`config.mk`:
```
export PLATFORM = sky130hd
export DESIGN_NAME = clamped_bit_field_packer_top_flat
export DESIGN_NICKNAME = d
export VERILOG_FILES = /design/src/hdl/cbfp_pkg.sv /design/src/hdl/cbfp_if.sv /design/src/hdl/clamped_bit_field_packer_top.sv /design/src/hdl/cbfp_clamp.sv /design/src/hdl/cbfp_serializer.sv /design/src/flat_wrapper.sv
export SDC_FILE = /design/constraint.sdc
export NUM_CORES = 1
export LEC_CHECK = 0
export BUFFER_PORTS_ARGS = -buffer_cell sky130_fd_sc_hd__buf_2
export CORE_ASPECT_RATIO = 0.9
export CORE_MARGIN = 3
export CORE_UTILIZATION = 30
export DETAILED_ROUTE_END_ITERATION = 10
export MAX_ROUTING_LAYER = met4
export PLACE_DENSITY = 0.49
export RECOVER_POWER = 25
export SKIP_LAST_GASP = 1
export SYNTH_ARGS = -nofsm -noshare
export SYNTH_HDL_FRONTEND = slang
export SYNTH_HIERARCHICAL = 1
export SYNTH_SLANG_ARGS = --single-unit
```
`constraint.sdc`:
```
create_clock -name clk -period 6.05 [get_ports clk]
set_clock_uncertainty 0.2 [all_clocks]
set_input_delay 1.21 -clock clk [delete_from_list [all_inputs] [get_ports clk]]
set_output_delay 1.21 -clock clk [all_outputs]
set_load 0.01 [all_outputs]
```
`src/hdl/cbfp_pkg.sv`:
```
// Package for the clamped bit-field packer.
// Field widths and byte constants shared by the interfaces and all modules.
// No dependencies.
`default_nettype none

package cbfp_pkg;

    localparam int FIELD_W  = 32;  // width of value, min and max
    localparam int BITS_W   = 6;   // width of the field_bits port
    localparam int BYTE_W   = 8;
    localparam int PEND_W   = 3;   // index of a bit inside one byte

endpackage

`default_nettype wire

```
`src/hdl/cbfp_if.sv`:
```
// Valid/ready channel interfaces of the clamped bit-field packer.
// cbfp_in_if carries one field item, cbfp_out_if one packed byte.
// Depends on cbfp_pkg.
`default_nettype none

interface cbfp_in_if import cbfp_pkg::*; ();
    logic                      valid;
    logic                      ready;
    logic signed [FIELD_W-1:0] field_value;
    logic signed [FIELD_W-1:0] field_min;
    logic signed [FIELD_W-1:0] field_max;
    logic [BITS_W-1:0]         field_bits;
    logic                      last_field;

    modport source (output valid, field_value, field_min, field_max, field_bits,
                    last_field, input ready);
    modport sink   (input valid, field_value, field_min, field_max, field_bits,
                    last_field, output ready);
endinterface

interface cbfp_out_if import cbfp_pkg::*; ();
    logic              valid;
    logic              ready;
    logic [BYTE_W-1:0] out_byte;
    logic              last_byte;

    modport source (output valid, out_byte, last_byte, input ready);
    modport sink   (input valid, out_byte, last_byte, output ready);
endinterface

`default_nettype wire

```
`src/hdl/clamped_bit_field_packer_top.sv`:
```
// Top level of the clamped bit-field packer.
// Instantiates cbfp_clamp and cbfp_serializer; depends on cbfp_pkg, cbfp_if.
//
// Usage:
//   in_ch  : one field item per handshake (value, min, max, width, last flag).
//            The value is clamped to [min, max], min is subtracted modulo 2^32,
//            and the result is masked to min(field_bits, MAX_FIELD_WIDTH) bits.
//   out_ch : one packed byte per handshake, earliest bits in the low positions;
//            last_byte marks the final byte of a packet (zero-padded flush).
//   Path:    an item is registered in the clamp stage, then loaded into the bit
//            accumulator, and its first byte is then registered in the output
//            register.
//   Throughput: the output register sends one byte a cycle while out_ch.ready
//            is high. The next item loads in the cycle the previous one's last
//            full byte goes out. A last field with an empty flush emits nothing.
//   Reset:   rst_n clears the pending bits, count and all valid flags.
//   Stall:   while out_ch.ready is low the output byte holds, the accumulator
//            keeps its bits, and in_ch.ready drops once the clamp register
//            is full.
`default_nettype none

module clamped_bit_field_packer_top import cbfp_pkg::*; #(
    parameter int MAX_FIELD_WIDTH = 32
) (
    input  wire logic clk,
    input  wire logic rst_n,
    cbfp_in_if.sink   in_ch,
    cbfp_out_if.source out_ch
);

    // width of a saturated bit count, 0..MAX_FIELD_WIDTH
    localparam int BITS_N = $clog2(MAX_FIELD_WIDTH + 1);

    logic                       s1_valid;
    logic                       s1_ready;
    logic [MAX_FIELD_WIDTH-1:0] s1_val;
    logic [BITS_N-1:0]          s1_bits;
    logic                       s1_last;

    // clamp, offset and mask; one registered field
    cbfp_clamp #(
        .W      (MAX_FIELD_WIDTH),
        .BITS_N (BITS_N)
    ) u_clamp (
        .clk      (clk),
        .rst_n    (rst_n),
        .in_ch    (in_ch),
        .s1_valid (s1_valid),
        .s1_ready (s1_ready),
        .s1_val   (s1_val),
        .s1_bits  (s1_bits),
        .s1_last  (s1_last)
    );

    // bit accumulator and byte output register
    cbfp_serializer #(
        .W      (MAX_FIELD_WIDTH),
        .BITS_N (BITS_N)
    ) u_serializer (
        .clk      (clk),
        .rst_n    (rst_n),
        .s1_valid (s1_valid),
        .s1_ready (s1_ready),
        .s1_val   (s1_val),
        .s1_bits  (s1_bits),
        .s1_last  (s1_last),
        .out_ch   (out_ch)
    );

endmodule

`default_nettype wire

```
`src/hdl/cbfp_clamp.sv`:
```
// Input stage: clamps, offsets and masks one field, result held in a register.
// Depends on cbfp_pkg and cbfp_in_if.
`default_nettype none

module cbfp_clamp import cbfp_pkg::*; #(
    parameter int W      = 32,
    parameter int BITS_N = 6
) (
    input  wire logic              clk,
    input  wire logic              rst_n,
    cbfp_in_if.sink                in_ch,
    output logic                   s1_valid,
    input  wire logic              s1_ready,
    output logic [W-1:0]           s1_val,
    output logic [BITS_N-1:0]      s1_bits,
    output logic                   s1_last
);

    logic                  s1_valid_reg;
    logic [W-1:0]          s1_val_reg;
    logic [BITS_N-1:0]     s1_bits_reg;
    logic                  s1_last_reg;

    logic signed [FIELD_W-1:0] clamped;
    logic [FIELD_W-1:0]        diff;
    logic [BITS_N-1:0]         bits_sat;
    logic [W:0]                mask_wide;
    logic [W-1:0]              val_next;
    logic                      take;

    always_comb
    begin
        // Inverted bounds fall out of this order: below min wins.
        if (in_ch.field_value < in_ch.field_min)
            clamped = in_ch.field_min;
        else if (in_ch.field_value > in_ch.field_max)
            clamped = in_ch.field_max;
        else
            clamped = in_ch.field_value;
        diff = FIELD_W'(clamped - in_ch.field_min);

        if (in_ch.field_bits > BITS_W'(W))
            bits_sat = BITS_N'(W);
        else
            bits_sat = BITS_N'(in_ch.field_bits);

        mask_wide = ((W+1)'(1) << bits_sat) - (W+1)'(1);
        val_next  = diff[W-1:0] & mask_wide[W-1:0];
    end

    assign in_ch.ready = !s1_valid_reg || s1_ready;
    assign take        = in_ch.valid && in_ch.ready;

    always_ff @(posedge clk or negedge rst_n)
    begin
        if (!rst_n)
            s1_valid_reg <= 1'b0;
        else if (in_ch.ready)
            s1_valid_reg <= in_ch.valid;
    end

    always_ff @(posedge clk)
    begin
        if (take)
        begin
            s1_val_reg  <= val_next;
            s1_bits_reg <= bits_sat;
            s1_last_reg <= in_ch.last_field;
        end
    end

    assign s1_valid = s1_valid_reg;
    assign s1_val   = s1_val_reg;
    assign s1_bits  = s1_bits_reg;
    assign s1_last  = s1_last_reg;

    a_masked: assert property (@(posedge clk) disable iff (!rst_n)
        s1_valid_reg |-> ((s1_val_reg >> s1_bits_reg) == '0))
        else $error("held field has bits above its width");

    a_width: assert property (@(posedge clk) disable iff (!rst_n)
        s1_valid_reg |-> (s1_bits_reg <= BITS_N'(W)))
        else $error("held field width above maximum");

    a_hold: assert property (@(posedge clk) disable iff (!rst_n)
        (s1_valid_reg && !s1_ready) |=> (s1_valid_reg && $stable(s1_val_reg)))
        else $error("stalled field lost or changed");

endmodule

`default_nettype wire

```
`src/hdl/cbfp_serializer.sv`:
```
// Bit accumulator and byte output register of the clamped bit-field packer.
// Appends fields LSB-first, emits one byte a cycle unless stalled, flushes on last.
// Depends on cbfp_pkg and cbfp_out_if.
`default_nettype none

module cbfp_serializer import cbfp_pkg::*; #(
    parameter int W      = 32,
    parameter int BITS_N = 6
) (
    input  wire logic              clk,
    input  wire logic              rst_n,
    input  wire logic              s1_valid,
    output logic                   s1_ready,
    input  wire logic [W-1:0]      s1_val,
    input  wire logic [BITS_N-1:0] s1_bits,
    input  wire logic              s1_last,
    cbfp_out_if.source             out_ch
);

    localparam int ACC_W = W + BYTE_W - 1;
    localparam int CNT_W = $clog2(ACC_W + 1);

    logic [ACC_W-1:0]  acc_reg, acc_next, acc_e;
    logic [CNT_W-1:0]  cnt_reg, cnt_next, cnt_e;
    logic              flush_reg, flush_next, flush_e;
    logic              out_valid_reg, out_valid_next;
    logic [BYTE_W-1:0] out_byte_reg, out_byte_next;
    logic              out_last_reg, out_last_next;
    logic              out_free, emit, load, full_byte;

    always_comb
    begin
        out_free  = !out_valid_reg || out_ch.ready;
        full_byte = cnt_reg >= CNT_W'(BYTE_W);
        // flush_reg implies bits remain, so a flush always has a byte to send
        emit      = out_free && (full_byte || flush_reg);

        out_byte_next  = out_byte_reg;
        out_last_next  = out_last_reg;
        out_valid_next = out_valid_reg && !out_ch.ready;
        acc_e          = acc_reg;
        cnt_e          = cnt_reg;
        flush_e        = flush_reg;

        if (emit)
        begin
            out_byte_next  = acc_reg[BYTE_W-1:0];
            out_last_next  = flush_reg && (cnt_reg <= CNT_W'(BYTE_W));
            out_valid_next = 1'b1;
            acc_e          = acc_reg >> BYTE_W;
            cnt_e          = full_byte ? cnt_reg - CNT_W'(BYTE_W) : '0;
            flush_e        = flush_reg && (cnt_e != '0);
        end

        // next field enters while the final byte of this one goes out
        s1_ready = !flush_e && (cnt_e < CNT_W'(BYTE_W));
        load     = s1_valid && s1_ready;

        acc_next   = acc_e;
        cnt_next   = cnt_e;
        flush_next = flush_e;
        if (load)
        begin
            acc_next   = acc_e | (ACC_W'(s1_val) << cnt_e[PEND_W-1:0]);
            cnt_next   = cnt_e + CNT_W'(s1_bits);
            flush_next = s1_last && (cnt_next != '0);
        end
    end

    always_ff @(posedge clk or negedge rst_n)
    begin
        if (!rst_n)
        begin
            acc_reg       <= '0;
            cnt_reg       <= '0;
            flush_reg     <= 1'b0;
            out_valid_reg <= 1'b0;
        end
        else
        begin
            acc_reg       <= acc_next;
            cnt_reg       <= cnt_next;
            flush_reg     <= flush_next;
            out_valid_reg <= out_valid_next;
        end
    end

    always_ff @(posedge clk)
    begin
        out_byte_reg <= out_byte_next;
        out_last_reg <= out_last_next;
    end

    assign out_ch.valid     = out_valid_reg;
    assign out_ch.out_byte  = out_byte_reg;
    assign out_ch.last_byte = out_last_reg;

    a_cnt_range: assert property (@(posedge clk) disable iff (!rst_n)
        cnt_reg <= CNT_W'(ACC_W))
        else $error("bit count out of range");

    a_flush_bits: assert property (@(posedge clk) disable iff (!rst_n)
        flush_reg |-> (cnt_reg != '0))
        else $error("flush pending with no bits");

    a_clean_acc: assert property (@(posedge clk) disable iff (!rst_n)
        (acc_reg >> cnt_reg) == '0)
        else $error("accumulator holds bits above count");

    a_last_clears: assert property (@(posedge clk) disable iff (!rst_n)
        (emit && flush_reg && (cnt_reg <= CNT_W'(BYTE_W)) && !load)
        |=> (cnt_reg == '0 && !flush_reg))
        else $error("state not cleared after last byte");

endmodule

`default_nettype wire

```
`src/flat_wrapper.sv`:
```
// flat-port wrapper written by rule: the top's interface ports become plain ports
module clamped_bit_field_packer_top_flat import cbfp_pkg::*;
#(
    parameter int MAX_FIELD_WIDTH = 32
)
  (clk, rst_n, in_ch_valid, in_ch_field_value, in_ch_field_min, in_ch_field_max, in_ch_field_bits, in_ch_last_field, in_ch_ready, out_ch_valid, out_ch_out_byte, out_ch_last_byte, out_ch_ready);
  cbfp_in_if in_ch_i ();
  cbfp_out_if out_ch_i ();
  input  wire logic clk;
  input  wire logic rst_n;
  input wire logic [$bits(in_ch_i.valid)-1:0] in_ch_valid;
  input wire logic [$bits(in_ch_i.field_value)-1:0] in_ch_field_value;
  input wire logic [$bits(in_ch_i.field_min)-1:0] in_ch_field_min;
  input wire logic [$bits(in_ch_i.field_max)-1:0] in_ch_field_max;
  input wire logic [$bits(in_ch_i.field_bits)-1:0] in_ch_field_bits;
  input wire logic [$bits(in_ch_i.last_field)-1:0] in_ch_last_field;
  output wire logic [$bits(in_ch_i.ready)-1:0] in_ch_ready;
  output wire logic [$bits(out_ch_i.valid)-1:0] out_ch_valid;
  output wire logic [$bits(out_ch_i.out_byte)-1:0] out_ch_out_byte;
  output wire logic [$bits(out_ch_i.last_byte)-1:0] out_ch_last_byte;
  input wire logic [$bits(out_ch_i.ready)-1:0] out_ch_ready;
  assign in_ch_i.valid = in_ch_valid;
  assign in_ch_i.field_value = in_ch_field_value;
  assign in_ch_i.field_min = in_ch_field_min;
  assign in_ch_i.field_max = in_ch_field_max;
  assign in_ch_i.field_bits = in_ch_field_bits;
  assign in_ch_i.last_field = in_ch_last_field;
  assign in_ch_ready = in_ch_i.ready;
  assign out_ch_valid = out_ch_i.valid;
  assign out_ch_out_byte = out_ch_i.out_byte;
  assign out_ch_last_byte = out_ch_i.last_byte;
  assign out_ch_i.ready = out_ch_ready;
  clamped_bit_field_packer_top #(.MAX_FIELD_WIDTH(MAX_FIELD_WIDTH)) u_core (.clk(clk), .rst_n(rst_n), .in_ch(in_ch_i), .out_ch(out_ch_i));
endmodule
```
**Word level (Yosys, flattened, before mapping)**

Cells that the tools add are included.

- Register bits after elaboration: 96
- Logic and storage cells: 52

- $add $sub $neg: 4
- $lt $le $gt $ge: 6
- Shift-type cells: 2
- Mux-type cells: 11
- Bitwise operators: 2
- Reductions and logical operators: 17

Operators with widths:

| operator | count |
|---|---|
| $mux 39 | 2 |
| $mux 32 | 2 |
| $or 39x39->39 | 1 |
| $shl 32x3->39 | 1 |
| $and 32x32->32 | 1 |
| $gt 32x32->1 | 1 |
| $lt 32x32->1 | 1 |
| $shl 1x6->32 const A | 1 |
| $sub 32x2->32 const B | 1 |
| $sub 32x32->32 | 1 |
| $mux 6 | 4 |
| $reduce_bool 6->1 | 2 |
| $logic_and 1x1->1 | 8 |
| $add 6x6->6 | 1 |
| $ge 6x4->1 const B | 1 |
| $gt 6x6->1 const B | 1 |
| $le 6x4->1 const B | 1 |
| $lt 6x4->1 const B | 1 |
| $sub 6x4->6 const B | 1 |
| $logic_not 1->1 | 4 |
| $logic_or 1x1->1 | 3 |
| $mux 1 | 3 |

**Longest topological paths before layout**

Gate-level depths: netlist of the first run.

- Depth after elaboration: 9
- Depth in mapped cells: 24
- Mapped depth without buffers: 23

**By module**

The synthesis of the first run kept the hierarchy.

By module, submodules not included:

| module | instances | cells each | area an instance (µm²) | seq. area each (µm²) |
|---|---|---|---|---|
| cbfp_clamp | 1 | 746 | 5849.4 | 1196.1 |
| cbfp_serializer | 1 | 390 | 3654.8 | 1446.4 |

**Least setup slack after synthesis of the first run**

No wires, ideal clock.

- Kind: in2reg
- From: input port in_ch_field_max[14]
- To: register u_core.u_clamp.s1_val_reg[27], in the netlist u_core/u_clamp/s1_val[27] (data pin)
- Library setup time: 0.261 ns
- Arrival: 5.072 ns
- Data required time: 5.589 ns
- Slack: 0.517 ns
- Cell stages on the path: 21
- Path buffers: 1
- Path through: inv_1 -> ha_1 -> a21oi_1 -> nand2_1 -> a221o_1 -> o31a_1 -> or3_4 -> nand2_2 -> buf_6 -> mux2i_1 -> o21ai_0 -> ha_1 -> and2_1 -> o21a_1 -> a2111oi_2 -> a211o_1 -> and3_1 -> o21ai_1 -> a31oi_1 -> xor2_1 -> a21oi_1

- Longest elaborated chain between the ends: 5

RTL lines:

| item | RTL line | RTL |
|---|---|---|
| start, declared | flat_wrapper.sv:14 | `input wire logic [$bits(in_ch_i.field_max)-1:0] in_ch_field_max;` |
| $gt 32x32->1 | cbfp_clamp.sv:36 | `else if (in_ch.field_value > in_ch.field_max)` |
| $mux 32 * | cbfp_clamp.sv:36 |  |
| $mux 32 * | cbfp_clamp.sv:34 | `if (in_ch.field_value < in_ch.field_min)` |
| $sub 32x32->32 * | cbfp_clamp.sv:40 | `diff = FIELD_W'(clamped - in_ch.field_min);` |
| $and 32x32->32 * | cbfp_clamp.sv:48 | `val_next = diff[W-1:0] & mask_wide[W-1:0];` |
| via u_core.u_clamp.val_next[27] | cbfp_clamp.sv:28 | `logic [W-1:0] val_next;` |
| end signal, assigned | cbfp_clamp.sv:66 | `s1_val_reg <= val_next;` |
| end, declared | cbfp_clamp.sv:20 | `logic [W-1:0] s1_val_reg;` |

Mark *: on every way through the listed nets, which the timed path passes. The rest lies on a longest branch.
A chain may end at the register's enable or synchronous reset.

**Worst setup path after layout of the first run**

- From: input port in_ch_field_value[13]
- To: register u_core.u_clamp.s1_val_reg[27], in the netlist u_core/u_clamp/s1_val[27] (data pin)

- Longest elaborated chain between the ends: 5
- Elaborated cells on any way between the ends: 6
- Classes of those cells: add/sub: 1; order compare: 2; mux: 2; bitwise: 1

RTL lines:

| item | RTL line | RTL |
|---|---|---|
| start, declared | flat_wrapper.sv:12 | `input wire logic [$bits(in_ch_i.field_value)-1:0] in_ch_field_value;` |
| $gt 32x32->1 | cbfp_clamp.sv:36 |  |
| $mux 32 | cbfp_clamp.sv:36 |  |
| $mux 32 * | cbfp_clamp.sv:34 |  |
| $sub 32x32->32 * | cbfp_clamp.sv:40 |  |
| $and 32x32->32 * | cbfp_clamp.sv:48 |  |
| via u_core.u_clamp.val_next[27] | cbfp_clamp.sv:28 |  |

Marks and branches as above.

==> flow_metrics.env, run 1 <==
export IMPL_fin_nets=1531
export IMPL_die_height_um=175
export IMPL_syn2layout_area_growth_pct=21.1
export IMPL_cts_tree="yes"
export IMPL_cts_buffers=9
export IMPL_drt_first_pass_iters=5
export IMPL_criticalPathCategory="in -> reg"
export IMPL_synth_edf_count=48
export IMPL_period_needed_ns=5.85
export IMPL_via_per_inst=5.10
export IMPL_die_w_um=194
export IMPL_drive_gt1_share_pct=20.2
export IMPL_grt_pass1_vias=8628
export IMPL_dieArea_um2=33900
export IMPL_ys_seq_area_share_pct=27.8
export IMPL_top_usage_layer="met2"
export IMPL_path_cells="buf_2, buf_4, ha_1, nand3_1, nand2_1, a221o_1, o31a_1, or3_4, nand2_4, buf_6, mux2i_1, o21ai_0, ha_1, buf_4, nand3_1, nor3_1, a31oi_2, a211o_1, and3_1, o21ai_1, a31oi_1, xor2_1, a21oi_1"
export IMPL_ys_seq_elements=96
export IMPL_gr_usage_met3_pct=2.20
export IMPL_cts_root_buf="clkbuf_16"
export IMPL_htree_levels=3
export IMPL_grt_use_met1_pct=23.1
export IMPL_fmax_mhz=171
export IMPL_avgSynthCellArea_um2=8.37
export IMPL_yosys_cell_types_count=75
export IMPL_gr_usage_all_layers_pct=16.7
export IMPL_gr_total_overflow=0
export IMPL_vias=8857
export IMPL_worstPathRequired_ns=5.93
export IMPL_synth_ff_type="edfxtp_1"
export IMPL_insertion_delay_ns=0.35
export IMPL_finalMaxSlewViolations=49
export IMPL_crit_path_top_delay_cell="or3_4"
export IMPL_p_leak_nw=5.49
export IMPL_placed_cell_area_um2=11100
export IMPL_use_met2_pct=25.8
export IMPL_slowest_delay_ns=0.35
export IMPL_hp_class="reg -> reg"
export IMPL_status="finished, violations left"
export IMPL_min_period_over_period_pct=96.7
export IMPL_critPathCaptureType="flip-flop"
export IMPL_vdd_drop_max_mv=0.141
export IMPL_tns_ns=0
export IMPL_dpl_hpwl_mm=22.8
export IMPL_clkSinkCount=96
export IMPL_wirelength_mm=27.9
export IMPL_start_util_pct=30.6
export IMPL_relSlewSlack_pct=-79.2
export IMPL_port_buffers=117
export IMPL_cp_max_fo=7
export IMPL_synthesis_nets=1346
export IMPL_p_total_mw=4.15
export IMPL_cts_buffer_depth=2
export IMPL_final_common_cell="nor2_1"
export IMPL_netlist_instances=1136
export IMPL_worst_pin_slew_ns=2.69
export IMPL_final_antenna_net_count=0
export IMPL_worstPathArrival_ns=5.73
export IMPL_synth_area_um2=9500
export IMPL_place_congestion=0.909
export IMPL_async_reset_ff_share_pct=50.0
export IMPL_ios=118
export IMPL_cp_start_kind="input port"
export IMPL_grt_max_degree=49
export IMPL_cts_hold_buf=0
export IMPL_drtIter0Drc=488
export IMPL_wl_per_cell_um=16.1
export IMPL_hold_violations=0
export IMPL_layout_common_cells="nor2_1 (126), buf_2 (116), buf_4 (106), nand2_1 (102), ha_1 (101)"
export IMPL_clkTransAtPathRegs_ns=0.08
export IMPL_fin_area_um2=11500
export IMPL_violations="max-capacitance violations, max-slew violations"
export IMPL_ys_warn_count=6
export IMPL_rows=61
export IMPL_finalHoldWorstSlack_ns=0.250
export IMPL_maxCapViolCount=1
export IMPL_rsz0062_at_grt="yes"
export IMPL_grt_pass1_wl_mm=45.1
export IMPL_grt_antenna_before_repair=1
export IMPL_stdcell_count=1736
export IMPL_core_area_um2=31100
export IMPL_drc=0
export IMPL_power_density_nw_per_um2=361
export IMPL_largest_reg_flops=39
export IMPL_place_inst=1717
export IMPL_final_setup_viol_count=0
## logic make-up (layout without fill, tap and decap cells)
kind of cell	count (synthesis)	after routing	synth area share, %
buffers and inverters	143	333	6.69
other	0	1	0
DFF	96	96	27.8
xor gates and xnor gates	32	32	2.95
adders and majority gates	103	103	13.7
and+or+nand+nor	365	365	18.1
muxes	90	90	9.50
AOI/OAI and AO/OA	307	307	21.2
## timing repair
item                                    4_1_cts  5_1_grt
resized for setup                             0       13
endpoints found under the setup margin        0       13
setup buffers                                 0        2
## layout make-up
| class | instances | area [um^2] |
|---|---|---|
| inverter | 90 | 338 |
| antenna | 1 | 2.50 |
| clock inverter | 7 | 61.3 |
| tap | 409 | 512 |
| multi-input combinational | 897 | 6300 |
| clock buffer | 9 | 225 |
| fill | 3256 | 19600 |
| sequential | 96 | 2640 |
| timing repair buffer | 227 | 1430 |
## routing by layer
metal	up-vias	share of wire (%)	wire [um]
met2	208	45	12600
li1	4480	-	-
met3	32	3.9	1090
met5	-	0	0
met4	0	2.0	569
met1	4137	49	13700
## critical path, delay by kind of cell
| kind | cells | cell delay, ns |
|---|---|---|
| AO/OA/AOI/OAI | 8 | 1.61 |
| AND/OR/NAND/NOR | 7 | 1.28 |
| adder cells (fa/ha/maj) | 2 | 0.63 |
| buffers and inverters | 4 | 0.53 |
| XOR/XNOR | 1 | 0.28 |
| multiplexers | 1 | 0.19 |
## metrics by stage
stage	utilization, %	setup slack, ns
5_1_grt	37.1	-0.0339
3_5_place_dp	35.9	-0.289
2_1_floorplan	-	0.517
6_report	37.1	0.200
4_1_cts	36.8	0.0659
3_3_place_gp	35.9	-0.301
## path summary, 6_finish.rpt
kind                                                startpoint                                     end  slack [ns]  depth (start not counted)
worst max-delay path                     in_ch_field_value[13]               u_core/u_clamp/s1_val[27]        0.20                         23
worst min-delay path            u_core/u_serializer/acc_reg[1]  u_core/u_serializer/out_ch.out_byte[1]        0.25                          0
worst max register to register  u_core/u_serializer/cnt_reg[5]           u_core/u_serializer/flush_reg        2.42                         13
worst min register to register  u_core/u_serializer/acc_reg[1]  u_core/u_serializer/out_ch.out_byte[1]        0.25                          0
max in group asynchronous                                rst_n          u_core/u_serializer/cnt_reg[4]        2.52                          2
min in group asynchronous                                rst_n        u_core/u_serializer/out_ch.valid        1.60                          2
## power breakdown
| part | internal (mW) | switching [mW] | leakage [nW] | total, mW |
|---|---|---|---|---|
| Combinational | 1.02 | 1.40 | 4.35 | 2.42 |
| Sequential | 1.00 | 0.174 | 1.01 | 1.18 |
| Clock | 0.286 | 0.272 | 0.135 | 0.558 |
## Yosys cell counts (all sizes together) (4+ instances only)
cell	count	area share, %
mux2i	88	9.3
o31ai	7	0.70
dfrtp	48	13
edfxtp	48	15
a31oi	10	0.66
a21oi	75	4.0
a221o	24	2.5
nand2b	9	0.59
o21bai	6	0.47
xnor2	19	1.8
inv	89	3.5
nor2b	10	0.66
nor2	126	5.0
buf	29	2.2
and2	12	0.82
o31a	4	0.37
nor4	7	0.46
a211oi	6	0.47
o21a	12	0.95
xor2	13	1.2
o211ai	8	0.68
a221oi	6	0.55
o22ai	4	0.26
or3	6	0.45
nor3	26	1.5
nand3	18	0.95
nand2	103	4.1
a21o	35	2.8
and3	10	0.66
clkbuf	24	0.95
ha	101	13
nor3b	6	0.58
nand4	19	1.3
o21ai	87	4.6
No activity file was read; power rests on OpenSTA's default activity.
==> run 2: changes to the inputs <==
--- a/config.mk
+++ b/config.mk
@@ -16,5 +16,4 @@
 export SKIP_LAST_GASP = 1
 export SYNTH_ARGS = -nofsm -noshare
 export SYNTH_HDL_FRONTEND = slang
-export SYNTH_HIERARCHICAL = 1
 export SYNTH_SLANG_ARGS = --single-unit
==> flow_metrics.env, run 2 <==
export IMPL_clkTransAtPathRegs_ns=0.07
export IMPL_avgSynthCellArea_um2=8.17
export IMPL_rsz0062_at_grt="yes"
export IMPL_drtIter0Drc=372
export IMPL_htree_levels=3
export IMPL_synth_area_top_cells="edfxtp_1 (16%), ha_1 (14%), dfrtp_1 (13%)"
export IMPL_final_common_cell="nor2_1"
export IMPL_tns_ns=0
export IMPL_maxCapViolCount=1
export IMPL_seqPwrFrac_pct=28.5
export IMPL_netlist_instances=1121
export IMPL_drive_gt1_share_pct=20.6
export IMPL_p_sw_share_pct=42.8
export IMPL_synthTopCellsByCount="nor2_1 (141), a21oi_1 (117), ha_1 (101)"
export IMPL_ys_warn_count=0
export IMPL_place_congestion=0.931
export IMPL_power_internal_mw=2.31
export IMPL_cts_buffers=9
export IMPL_cp_start_kind="input port"
export IMPL_start_util_pct=30.6
export IMPL_p_leak_nw=5.16
export IMPL_final_setup_viol_count=0
export IMPL_largest_reg_flops=39
export IMPL_violations="max-capacitance violations, max-slew violations"
export IMPL_fin_nets=1518
export IMPL_yosys_cell_count_top_type="nor2_1"
export IMPL_core_area_um2=30000
export IMPL_port_buffers=117
export IMPL_post_place_ws_ns=-0.411
export IMPL_vdd_drop_max_mv=0.160
export IMPL_setup_ws_ns=0.313
export IMPL_worstPathRequired_ns=5.94
export IMPL_finalMaxSlewViolations=49
export IMPL_fmax_mhz=174
export IMPL_relSlewSlack_pct=-78.3
export IMPL_grt_antenna_before_repair=0
export IMPL_layout_common_cells="nor2_1 (141), buf_2 (117), a21oi_1 (116), buf_4 (107), ha_1 (101)"
export IMPL_clockPowerShare_pct=14.5
export IMPL_grt_pass1_wl_mm=41.9
export IMPL_clkSinkCount=96
export IMPL_antenna_cells=0
export IMPL_ys_seq_elements=96
export IMPL_drt_first_pass_iters=4
export IMPL_combPwrFrac_pct=57.0
export IMPL_p_total_mw=4.03
export IMPL_via_per_inst=4.90
export IMPL_status="finished, violations left"
export IMPL_ys_seq_area_share_pct=28.9
export IMPL_ios=118
export IMPL_dieArea_um2=32700
export IMPL_min_period_over_period_pct=94.8
export IMPL_grt_max_degree=49
export IMPL_period_needed_ns=5.74
export IMPL_yosysTopAreaCell="edfxtp_1"
export IMPL_synth_top_area_share_pct=15.7
export IMPL_worstPathArrival_ns=5.63
export IMPL_vias=8400
export IMPL_async_reset_ff_share_pct=50.0
export IMPL_wl_per_cell_um=15.3
export IMPL_die_height_um=172
export IMPL_worst_pin_slew_ns=2.67
export IMPL_cts_root_buf="clkbuf_16"
export IMPL_die_w_um=190
export IMPL_drc=0
export IMPL_cts_tree="yes"
export IMPL_syn2layout_area_growth_pct=22.9
export IMPL_power_switching_mw=1.72
export IMPL_yosys_cell_types_count=64
export IMPL_dpl_hpwl_mm=21.6
export IMPL_rows=60
export IMPL_power_density_nw_per_um2=358
export IMPL_synthesis_nets=1331
export IMPL_hp_class="reg -> reg"
export IMPL_cts_buffer_depth=2
export IMPL_critPathCaptureType="flip-flop"
export IMPL_wirelength_mm=26.3
export IMPL_gr_total_overflow=0
export IMPL_hold_violations=0
export IMPL_synth_edf_count=48
export IMPL_synth_area_um2=9160
export IMPL_synth_ff_type="edfxtp_1"
export IMPL_criticalPathCategory="in -> reg"
export IMPL_final_antenna_net_count=0
export IMPL_grt_pass1_vias=8258
export IMPL_gr_usage_all_layers_pct=16.1
export IMPL_insertion_delay_ns=0.34
export IMPL_cp_max_fo=16
run 2: final timing paths:
| kind | start | to | slack, ns | depth (start not counted) |
|---|---|---|---|---|
| setup / recovery | in_ch_field_max[23] | u_core.u_clamp.s1_val[29] | 0.31 | 26 |
| hold / removal | u_core.u_serializer.acc_reg[7] | u_core.u_serializer.out_ch.out_byte[7] | 0.25 | 0 |
| setup reg to reg | u_core.u_serializer.cnt_reg[3] | u_core.u_serializer.flush_reg | 2.39 | 11 |
| hold reg to reg | u_core.u_serializer.acc_reg[7] | u_core.u_serializer.out_ch.out_byte[7] | 0.25 | 0 |
| max in group asynchronous | rst_n | u_core.u_serializer.acc_reg[33] | 2.52 | 2 |
| min in group asynchronous | rst_n | u_core.u_serializer.acc_reg[2] | 1.61 | 2 |
run 2: area by class of cell:
type | instances | area, um^2
fill | 3131 | 18700
multi-input combinational | 889 | 6030
sequential | 96 | 2640
timing repair buffer | 228 | 1450
tap | 403 | 504
inverter | 84 | 318
clock buffer | 13 | 293
clock inverter | 3 | 18.8
run 2: repair_timing:
item / 4_1_cts / 5_1_grt
hold buffers: 0 / 0
buffers inserted: 0 / 3
endpoints found under the hold margin: 0 / 0
setup endpoints to repair: 1 / 12
gates cloned: 0 / 1
pin swaps: 0 / 4
resized for setup: 1 / 20
run 2: cell families (layout without fill, tap and decap cells):
family          count (synthesis)  after routing  share of synthesized area, %
compound gates                320            320                          20.6
simple gates                  340            340                          16.9
flops                          96             96                          28.9
buf+inv                       136            328                          6.10
fa+ha+maj                     103            103                          14.2
xor+xnor                       35             35                          3.35
mux                            91             91                          10.0
run 2: power groups by stage:
stage,Combinational [mW],Clock [mW],Sequential [mW]
4_1_cts,2.28,0.600,1.15
6_report,2.30,0.583,1.15
2_1_floorplan,1.64,0,1.12
3_3_place_gp,2.25,0,1.16
5_1_grt,2.57,0.626,1.18
3_5_place_dp,2.26,0,1.17
run 2: metrics by stage:
| step | util [%] | hold slack, ns | area (um^2) | std cells |
|---|---|---|---|---|
| floorplan | - | 0.225 | 9160 | 1121 |
| global placement | 36.2 | 0.231 | 10800 | 1696 |
| detailed placement | 36.2 | 0.239 | 10800 | 1696 |
| CTS | 37.2 | 0.255 | 11100 | 1712 |
| global route | 37.6 | 0.266 | 11300 | 1716 |
| finish | 37.6 | 0.252 | 11300 | 1716 |
run 2: worst max-delay path, cell delays in order:
cell,delay [ns]
buf_2,0.08
inv_1,0.04
ha_1,0.32
a21oi_1,0.17
o21ai_0,0.11
a22oi_1,0.22
nor4bb_2,0.25
buf_4,0.16
a21oi_1,0.06
a211o_2,0.36
buf_4,0.20
nor2_1,0.10
a21oi_1,0.05
o21ai_1,0.18
ha_1,0.29
a211oi_2,0.27
o21ai_0,0.10
a41oi_1,0.17
buf_4,0.16
o211ai_1,0.08
buf_4,0.16
a31oi_2,0.20
o21ai_1,0.14
a311oi_2,0.29
xor2_1,0.20
nor2_1,0.06
run 2: routing by layer:
layer	track usage, %	vias up	part of all wire (%)
met1	22.4	3795	51
met3	1.57	29	3.0
met2	25.1	178	44
met5	-	-	0
met4	4.21	0	2.0
li1	-	4398	-
